[src/hdl/rct_pkg.sv]
`timescale 1ns / 1ps
// ----------------------------------------------------------------------------
// rct_pkg - shared types and constants of the command tokenizer
// Result record, per-byte run of results, character codes and index limit.
// ----------------------------------------------------------------------------
package rct_pkg;

  localparam int TokenIndexBits = 16;
  localparam logic [15:0] IdxLim = (TokenIndexBits >= 16) ? 16'hFFFF :
                                   16'((32'd1 << TokenIndexBits) - 32'd1);
  localparam logic [15:0] CountMax = 16'hFFFF;

  localparam logic [7:0] ChStar  = 8'h2A;
  localparam logic [7:0] ChCr    = 8'h0D;
  localparam logic [7:0] ChLf    = 8'h0A;
  localparam logic [7:0] ChSp    = 8'h20;
  localparam logic [7:0] ChMinus = 8'h2D;
  localparam logic [7:0] ChZero  = 8'h30;
  localparam logic [7:0] ChNine  = 8'h39;
  localparam logic [7:0] ChLowA  = 8'h61;
  localparam logic [7:0] ChLowZ  = 8'h7A;
  localparam logic [7:0] CaseBit = 8'h20;

  typedef enum logic [1:0] {
    KindByte = 2'd0,
    KindDone = 2'd1,
    KindDrop = 2'd2,
    KindEnd  = 2'd3
  } kind_e;

  typedef struct packed {
    kind_e       kind;
    logic [7:0]  out_byte;
    logic [15:0] token_index;
    logic [15:0] token_count;
    logic        last_of_run;
  } rct_res_t;

  // results caused by one byte, up to four
  typedef struct packed {
    rct_res_t [3:0] ent;
    logic [2:0]     n;
  } rct_run_t;

endpackage

[src/hdl/rct_step.sv]
`timescale 1ns / 1ps
// ----------------------------------------------------------------------------
// rct_step - tokenizer state and per-byte result generation
// Holds the message parse state and turns one byte into its run of results.
// ----------------------------------------------------------------------------
module rct_step (
  input  logic              clk_i,
  input  logic              rst_ni,
  input  logic              fire_i,
  input  logic [7:0]        byte_i,
  input  logic              last_i,
  output rct_pkg::rct_run_t run_o
);
  import rct_pkg::*;

  typedef enum logic [6:0] {
    PhStart  = 7'b0000001,
    PhCount  = 7'b0000010,
    PhLen    = 7'b0000100,
    PhData   = 7'b0001000,
    PhIgnore = 7'b0010000,
    PhGap    = 7'b0100000,
    PhToken  = 7'b1000000
  } phase_e;

  phase_e      phase_q, phase_d;
  logic        cr_q, cr_d;
  logic [15:0] total_q, total_d;
  logic        neg_q, neg_d;
  logic        stop_q, stop_d;
  logic        started_q, started_d;
  logic [15:0] seen_q, seen_d;

  rct_run_t    run;
  logic        do_plain;
  logic [7:0]  digit;
  logic [19:0] prod;
  logic [15:0] line_total;
  logic [2:0]  last_pos;

  function automatic logic [15:0] idx_sat(input logic [15:0] seen);
    return (seen > IdxLim) ? IdxLim : seen;
  endfunction

  function automatic rct_res_t byte_res(input logic [7:0] b, input logic [15:0] seen);
    rct_res_t r;
    r             = '0;
    r.kind        = KindByte;
    r.out_byte    = (seen == 16'd0 && b >= ChLowA && b <= ChLowZ) ? b - CaseBit : b;
    r.token_index = idx_sat(seen);
    return r;
  endfunction

  function automatic rct_res_t mark_res(input kind_e k, input logic [15:0] seen);
    rct_res_t r;
    r             = '0;
    r.kind        = k;
    r.token_index = idx_sat(seen);
    return r;
  endfunction

  always_comb begin
    phase_d    = phase_q;
    cr_d       = cr_q;
    total_d    = total_q;
    neg_d      = neg_q;
    stop_d     = stop_q;
    started_d  = started_q;
    seen_d     = seen_q;
    run        = '0;
    do_plain   = 1'b0;
    digit      = byte_i - ChZero;
    prod       = {1'b0, total_q, 3'b000} + {3'b000, total_q, 1'b0} + {16'd0, digit[3:0]};
    line_total = neg_q ? 16'd0 : total_q;
    last_pos   = '0;

    unique case (phase_q)
      PhStart: begin
        if (byte_i == ChStar) begin
          phase_d = PhCount;
        end else begin
          phase_d  = PhGap;
          do_plain = 1'b1;
        end
      end
      PhCount, PhLen, PhData: begin
        if (cr_q && byte_i == ChLf) begin
          cr_d = 1'b0;
          if (phase_q == PhCount) begin
            total_d = line_total;
            phase_d = (line_total == 16'd0) ? PhIgnore : PhLen;
          end else if (phase_q == PhLen) begin
            phase_d = PhData;
          end else begin
            run.ent[run.n[1:0]] = mark_res(KindDone, seen_d);
            run.n = run.n + 3'd1;
            if (seen_d != CountMax) seen_d = seen_d + 16'd1;
            phase_d = (seen_d >= total_q) ? PhIgnore : PhLen;
          end
        end else begin
          // a held CR without LF is content
          if (cr_q) begin
            if (phase_q == PhCount) begin
              stop_d    = 1'b1;
              started_d = 1'b1;
            end else if (phase_q == PhData) begin
              run.ent[run.n[1:0]] = byte_res(ChCr, seen_d);
              run.n = run.n + 3'd1;
            end
          end
          cr_d = (byte_i == ChCr);
          if (byte_i != ChCr) begin
            if (phase_q == PhCount) begin
              if (!stop_d) begin
                if (byte_i >= ChZero && byte_i <= ChNine) begin
                  total_d = (prod > {4'd0, CountMax}) ? CountMax : prod[15:0];
                end else if (byte_i == ChMinus && !started_d) begin
                  neg_d = 1'b1;
                end else begin
                  stop_d = 1'b1;
                end
              end
              started_d = 1'b1;
            end else if (phase_q == PhData) begin
              run.ent[run.n[1:0]] = byte_res(byte_i, seen_d);
              run.n = run.n + 3'd1;
            end
          end
        end
      end
      PhGap, PhToken: begin
        do_plain = 1'b1;
      end
      PhIgnore: begin
      end
      default: begin
      end
    endcase

    if (do_plain) begin
      if (byte_i == ChSp || byte_i == ChCr || byte_i == ChLf) begin
        if (phase_d == PhToken) begin
          run.ent[run.n[1:0]] = mark_res(KindDone, seen_d);
          run.n = run.n + 3'd1;
          if (seen_d != CountMax) seen_d = seen_d + 16'd1;
        end
        phase_d = PhGap;
      end else begin
        run.ent[run.n[1:0]] = byte_res(byte_i, seen_d);
        run.n = run.n + 3'd1;
        phase_d = PhToken;
      end
    end

    if (last_i) begin
      if (phase_d == PhData) begin
        if (cr_d) begin
          run.ent[run.n[1:0]] = byte_res(ChCr, seen_d);
          run.n = run.n + 3'd1;
        end
        run.ent[run.n[1:0]] = mark_res(KindDrop, seen_d);
        run.n = run.n + 3'd1;
      end else if (phase_d == PhToken) begin
        run.ent[run.n[1:0]] = mark_res(KindDone, seen_d);
        run.n = run.n + 3'd1;
        if (seen_d != CountMax) seen_d = seen_d + 16'd1;
      end
      run.ent[run.n[1:0]]             = '0;
      run.ent[run.n[1:0]].kind        = KindEnd;
      run.ent[run.n[1:0]].token_count = seen_d;
      run.n = run.n + 3'd1;
      phase_d   = PhStart;
      cr_d      = 1'b0;
      total_d   = '0;
      neg_d     = 1'b0;
      stop_d    = 1'b0;
      started_d = 1'b0;
      seen_d    = '0;
    end

    if (run.n != 3'd0) begin
      last_pos = run.n - 3'd1;
      run.ent[last_pos[1:0]].last_of_run = 1'b1;
    end
  end

  assign run_o = run;

  always_ff @(posedge clk_i or negedge rst_ni) begin
    if (!rst_ni) begin
      phase_q   <= PhStart;
      cr_q      <= 1'b0;
      total_q   <= '0;
      neg_q     <= 1'b0;
      stop_q    <= 1'b0;
      started_q <= 1'b0;
      seen_q    <= '0;
    end else if (fire_i) begin
      phase_q   <= phase_d;
      cr_q      <= cr_d;
      total_q   <= total_d;
      neg_q     <= neg_d;
      stop_q    <= stop_d;
      started_q <= started_d;
      seen_q    <= seen_d;
    end
  end

`ifndef ASSERT_OFF
  a_end_resets: assert property (@(posedge clk_i) disable iff (!rst_ni)
    fire_i && last_i |=> phase_q == PhStart && seen_q == 16'd0 && !cr_q)
    else $error("parse state not cleared after message end");

  a_end_closes_run: assert property (@(posedge clk_i) disable iff (!rst_ni)
    fire_i && last_i |-> run.n != 3'd0 && run.ent[last_pos[1:0]].kind == KindEnd)
    else $error("message end result missing or not last");

  a_run_bounded: assert property (@(posedge clk_i) disable iff (!rst_ni)
    fire_i |-> run.n <= 3'd4)
    else $error("run holds more than four results");
`endif

endmodule

[src/hdl/rct_out_buf.sv]
`timescale 1ns / 1ps
// ----------------------------------------------------------------------------
// rct_out_buf - result register for one run of results
// Holds the results of one byte and presents them one transfer at a time.
// ----------------------------------------------------------------------------
module rct_out_buf (
  input  logic              clk_i,
  input  logic              rst_ni,
  input  logic              load_i,
  input  rct_pkg::rct_run_t run_i,
  output logic              can_load_o,
  output logic              out_valid_o,
  input  logic              out_ready_i,
  output rct_pkg::rct_res_t res_o
);
  import rct_pkg::*;

  rct_res_t [3:0] ent_q;
  logic [2:0]     cnt_q, cnt_d;
  logic [1:0]     head_q, head_d;
  logic           take;

  assign out_valid_o = (cnt_q != 3'd0);
  assign take        = out_valid_o && out_ready_i;
  assign can_load_o  = (cnt_q == 3'd0) || (cnt_q == 3'd1 && out_ready_i);
  assign res_o       = ent_q[head_q];

  always_comb begin
    cnt_d  = cnt_q;
    head_d = head_q;
    if (load_i) begin
      cnt_d  = run_i.n;
      head_d = '0;
    end else if (take) begin
      cnt_d  = cnt_q - 3'd1;
      head_d = head_q + 2'd1;
    end
  end

  always_ff @(posedge clk_i or negedge rst_ni) begin
    if (!rst_ni) begin
      cnt_q  <= '0;
      head_q <= '0;
    end else begin
      cnt_q  <= cnt_d;
      head_q <= head_d;
    end
  end

  always_ff @(posedge clk_i) begin
    if (load_i) begin
      ent_q <= run_i.ent;
    end
  end

`ifndef ASSERT_OFF
  a_load_safe: assert property (@(posedge clk_i) disable iff (!rst_ni)
    load_i |-> cnt_q == 3'd0 || (cnt_q == 3'd1 && out_ready_i))
    else $error("run loaded over pending results");

  a_run_tail_marked: assert property (@(posedge clk_i) disable iff (!rst_ni)
    cnt_q == 3'd1 |-> res_o.last_of_run)
    else $error("final result of run lacks last mark");

  a_cnt_range: assert property (@(posedge clk_i) disable iff (!rst_ni)
    take && !load_i |=> cnt_q == $past(cnt_q) - 3'd1)
    else $error("result count did not drop on transfer");
`endif

endmodule

[src/hdl/resp_command_tokenizer.sv]
`timescale 1ns / 1ps
// ----------------------------------------------------------------------------
// resp_command_tokenizer - streaming tokenizer for key-value commands
// Splits RESP array or inline command messages into tagged token results.
// ----------------------------------------------------------------------------
// Input channel: one message byte per transfer on in_valid_i / in_ready_o,
// with last_byte_i on the final byte of each message.
// Output channel: one result per transfer on out_valid_o / out_ready_i:
// token byte, token complete, token dropped or message end, with
// last_of_run_o on the final result that a byte causes.
// Path: a byte taken into the input register is parsed there and its results
// are loaded into the output register, which presents the first of them.
// Throughput: one byte per cycle while each byte gives at most one result and
// the receiver is ready; a byte giving more results (up to four) holds the
// input while the single output register drains one result per cycle.
// Reset: parse state returns to start of message, input and result
// registers empty. A stalled receiver holds the result; the input register
// takes one more byte, then in_ready_o drops until the run drains.
// ----------------------------------------------------------------------------
module resp_command_tokenizer (
  input  logic        clk_i,
  input  logic        rst_ni,
  input  logic        in_valid_i,
  output logic        in_ready_o,
  input  logic [7:0]  data_byte_i,
  input  logic        last_byte_i,
  output logic        out_valid_o,
  input  logic        out_ready_i,
  output logic [1:0]  kind_o,
  output logic [7:0]  out_byte_o,
  output logic [15:0] token_index_o,
  output logic [15:0] token_count_o,
  output logic        last_of_run_o
);
  import rct_pkg::*;

  logic       vld_q;
  logic [7:0] byte_q;
  logic       last_q;
  logic       can_load;
  logic       fire;
  rct_run_t   run;
  rct_res_t   res;

  assign fire       = vld_q && can_load;
  assign in_ready_o = !vld_q || fire;

  always_ff @(posedge clk_i or negedge rst_ni) begin
    if (!rst_ni) begin
      vld_q <= 1'b0;
    end else if (in_ready_o) begin
      vld_q <= in_valid_i;
    end
  end

  always_ff @(posedge clk_i) begin
    if (in_ready_o && in_valid_i) begin
      byte_q <= data_byte_i;
      last_q <= last_byte_i;
    end
  end

  rct_step u_step (
    .clk_i  (clk_i),
    .rst_ni (rst_ni),
    .fire_i (fire),
    .byte_i (byte_q),
    .last_i (last_q),
    .run_o  (run)
  );

  rct_out_buf u_out_buf (
    .clk_i       (clk_i),
    .rst_ni      (rst_ni),
    .load_i      (fire),
    .run_i       (run),
    .can_load_o  (can_load),
    .out_valid_o (out_valid_o),
    .out_ready_i (out_ready_i),
    .res_o       (res)
  );

  assign kind_o        = res.kind;
  assign out_byte_o    = res.out_byte;
  assign token_index_o = res.token_index;
  assign token_count_o = res.token_count;
  assign last_of_run_o = res.last_of_run;

endmodule

[config.mk]
export PLATFORM = sky130hd
export DESIGN_NAME = resp_command_tokenizer
export DESIGN_NICKNAME = d
export VERILOG_FILES = /design/src/hdl/rct_pkg.sv /design/src/hdl/rct_step.sv /design/src/hdl/rct_out_buf.sv /design/src/hdl/resp_command_tokenizer.sv
export SDC_FILE = /design/constraint.sdc
export NUM_CORES = 1
export LEC_CHECK = 0
export ABC_AREA = 1
export BUFFER_PORTS_ARGS = -buffer_cell sky130_fd_sc_hd__buf_2
export CAP_MARGIN = 20
export CORE_MARGIN = 1
export CORE_UTILIZATION = 40
export CTS_BUF_LIST = sky130_fd_sc_hd__clkbuf_8
export CTS_CLUSTER_DIAMETER = 40
export DETAILED_ROUTE_END_ITERATION = 7
export SKIP_CTS_REPAIR_TIMING = 1
export SLEW_MARGIN = 20
export SYNTH_ARGS = -nofsm -noshare
export SYNTH_HDL_FRONTEND = slang
export SYNTH_SLANG_ARGS = --single-unit
[constraint.sdc]
create_clock -name clk_i -period 20.7 [get_ports clk_i]
set_input_delay 0 -clock clk_i [delete_from_list [all_inputs] [get_ports clk_i]]
set_output_delay 0 -clock clk_i [all_outputs]
set_load 0.01 [all_outputs]
==> key figures <==
Worst setup path
  • Setup slack of the most critical reg-to-reg path: 13.24 ns
  • Stage delay of the slowest cell on the critical path: 0.64 ns
  • Type of the setup path with the least slack: reg -> reg
  • Worst Path Arrival: 7.83 ns
  • Nature of the critical path startpoint: flop
  • Critical-path cell with the highest stage delay: sky130_fd_sc_hd__o21ai_0
  • CP most frequent cell: sky130_fd_sc_hd__inv_1
  • CP endpoint kind: flop
  • Crit-path max FO: 20
  • Required time of the worst setup path: 21.07 ns

Run status
  • Status: complete, no violations

Floorplanning
  • Core area: 39800 um^2
  • Die boundary height: 203 um
  • Starting Density: 40.6%
  • Top-Level Pins: 58
  • Die Area: 41300 um^2
  • Number of placement rows: 73
  • Horizontal die dimension: 203 um

Timing
  • Unrepaired setup endpoints after global routing: no
  • Time the worst path needs with I/O delays and setup: 7.46 ns
  • Tcrit/Tclk final: 36.0%
  • Setup TNS: 0 ns
  • Worst Skew: 0.0139 ns
  • Headroom to the max-slew limit: 29.8%
  • Least-Margin Pin Slew: 1.05 ns
  • Final count of pins violating max slew: 0
  • Number of failing setup endpoints in the final timing report: 0
  • Maximum frequency from static timing analysis: 134 MHz
  • Final hold violations: 0

Placement
  • Count of port buffers added during placement: 57
  • Final Wtd Congestion: 0.951
  • HPWL after detailed placement: 38500 um

Route
  • Detailed-route wire length on metal 1: 22900 um
  • DRC marker count from the first detailed-route iteration: 1302
  • Vias: 14955
  • Routed len/inst: 20.2 um
  • Amount of wire on met2 after detailed routing: 24500 um
  • DR top layer: met4
  • Final Routed Wirelength: 53000 um
  • Met3 wire length: 3610 um
  • Vias per std cell: 5.70
  • Post-detailed-route DRC marker count: 0
  • Count of nets left with antenna violations after detail routing: 0
  • Length of the first detailed-routing pass in iterations: 5

Synth
  • Dominant combinational cell family by area after synthesis: simple AND/OR/NAND/NOR gates
  • Mapped Nets: 2100
  • Avg Cell Area, Syn: 8.05 um^2
  • Area fraction in compound gates after synthesis: 19.5%
  • Synth Warn #: 0
  • Fraction of the mapped netlist area in simple logic gates: 24.8%
  • Share of the synthesized area in the top cell type: 33.6%
  • Fraction of registers with async set or reset after synthesis: 21.3%
  • Synth Flop Type: sky130_fd_sc_hd__edfxtp_1
  • Part of the Yosys area used for sequential elements: 41.2%
  • Synth top area cells: sky130_fd_sc_hd__edfxtp_1, sky130_fd_sc_hd__nand2_1, sky130_fd_sc_hd__dfrtp_1, sky130_fd_sc_hd__nor2_1, sky130_fd_sc_hd__o21ai_0
  • Xor and xnor fraction of the mapped netlist area: 1.24%
  • Biggest area consumer among synthesized cells: sky130_fd_sc_hd__edfxtp_1
  • Number of instances in the synthesized netlist: 2011
  • Yosys reg bits: 230
  • Adder-cell area share of the yosys netlist: 5.97%
  • Number of distinct library cell variants in the gate-level netlist after synthesis: 67
  • Library cell with the highest instance count after synthesis: sky130_fd_sc_hd__nand2_1
  • Post-synth design cell area: 16200 um^2
  • Number of enable flip-flop cells after synthesis: 181
  • Commonest cells in the netlist: sky130_fd_sc_hd__nand2_1, sky130_fd_sc_hd__nor2_1, sky130_fd_sc_hd__o21ai_0
  • Multiplexer share of the synthesized area: 0%

Global routing
  • Remaining global-route overflow: 0
  • Vias in the first global route: 14468
  • Pin count of the biggest net entering global routing: 87
  • Total routing resource utilization after global routing: 25.7%
  • Global-route wire length before repair: 83000 um
  • Number of antenna violations at the first check in global routing: 0

Job
  • Max cap viols: 0

Clocking
  • Number of buffers added by the clock tree synthesis step: 42
  • Clock insertion delay at the later pin of the skew report: 0.57 ns
  • Clock slew seen by the registers of the worst setup and hold paths: 0.07 ns
  • Clk sink count: 230
  • Clock root buffer master: sky130_fd_sc_hd__clkbuf_8
  • Maximum number of buffers from clock root to sink: 3
  • CTS tree: built
  • Total number of H-tree levels: 2

Finish
  • Proportion of layout cells with a drive suffix above 1: 13.7%
  • Number of antenna cells inserted: 0
  • Layout area overhead: 10.3%
  • Nets@finish: 2155

Min path
  • Min-delay worst type: in -> async
layout by cell type (no fill, tap or decap), types with 47 or more instances in the layout:
cell,count
sky130_fd_sc_hd__ha_1,74
sky130_fd_sc_hd__a21oi_1,118
sky130_fd_sc_hd__inv_1,200
sky130_fd_sc_hd__buf_2,57
sky130_fd_sc_hd__nand2_1,334
sky130_fd_sc_hd__nand3_1,68
sky130_fd_sc_hd__o21ai_0,207
sky130_fd_sc_hd__nor2_1,276
sky130_fd_sc_hd__o22ai_1,107
sky130_fd_sc_hd__edfxtp_1,181
sky130_fd_sc_hd__dfrtp_1,47
cell families (layout without fill, tap and decap cells):
group,Yosys count,in the layout
buffers and inverters,300,386
adders and majority gates,76,76
AOI/OAI and AO/OA,540,540
xor gates and xnor gates,22,22
DFF,230,230
and+or+nand+nor,843,843
metal layers:
layer	track usage, %	vias up
met3	3.76	148
met4	9.80	0
met2	42.7	578
met1	33.7	7109
met5	0	-
li1	-	7120
worst paths after layout:
| kind | startpoint | to | cells after the start |
|---|---|---|---|
| worst max-delay path | u_step.phase_q[4] | u_out_buf.ent_q[39] | 28 |
| worst min-delay path | rst_ni | u_step.total_q[13] | 3 |
| worst max register to register | u_step.phase_q[4] | u_out_buf.ent_q[39] | 28 |
| worst min register to register | u_step.phase_q[0] | u_step.phase_q[0] | 2 |
| max in group asynchronous | rst_ni | u_out_buf.head_q[0] | 3 |
| min in group clk_i | last_byte_i | last_q | 2 |
final cells by class:
cell class / instances / area, um^2
fill: 4006 / 22000
multi-input combinational: 1481 / 8360
sequential: 230 / 6660
inverter: 222 / 835
tap: 525 / 657
clock buffer: 44 / 606
timing repair buffer: 89 / 558
clock inverter: 31 / 169
through the flow:
step | instance area, um^2 | hold slack, ns | setup slack (ns) | cells | util (%)
floorplan | 16200 | -0.296 | 14.00 | 2011 | -
global placement | 16900 | 0.179 | 13.73 | 2534 | 42.5
detailed placement | 16900 | 0.182 | 13.40 | 2534 | 42.5
CTS | 17700 | -0.416 | 13.36 | 2609 | 44.5
global route | 17800 | 0.139 | 12.53 | 2622 | 44.8
finish | 17800 | 0.117 | 13.24 | 2622 | 44.8
flip-flops by register name, indices dropped and copies added (netlist names):
name and cells:
u_out_buf.cnt_q 3, u_step.phase_q 7, u_step.stop_q 1, u_out_buf.ent_q 172, u_step.cr_q 1, last_q 1, u_step.neg_q 1, vld_q 1
u_step.seen_q 16, u_step.total_q 16, byte_q 8, u_out_buf.head_q 2, u_step.started_q 1
critical path: cells and delay by family (launching register included):
kind	cells	cell delay, ns
flops	1	0.42
fa+ha+maj	4	1.15
buf+inv	7	0.73
simple gates	10	2.47
compound gates	7	2.47
Power is left out: the tool's default activity adds up to more than one toggle a clock period on the data nets, which glitch-free logic cannot reach.
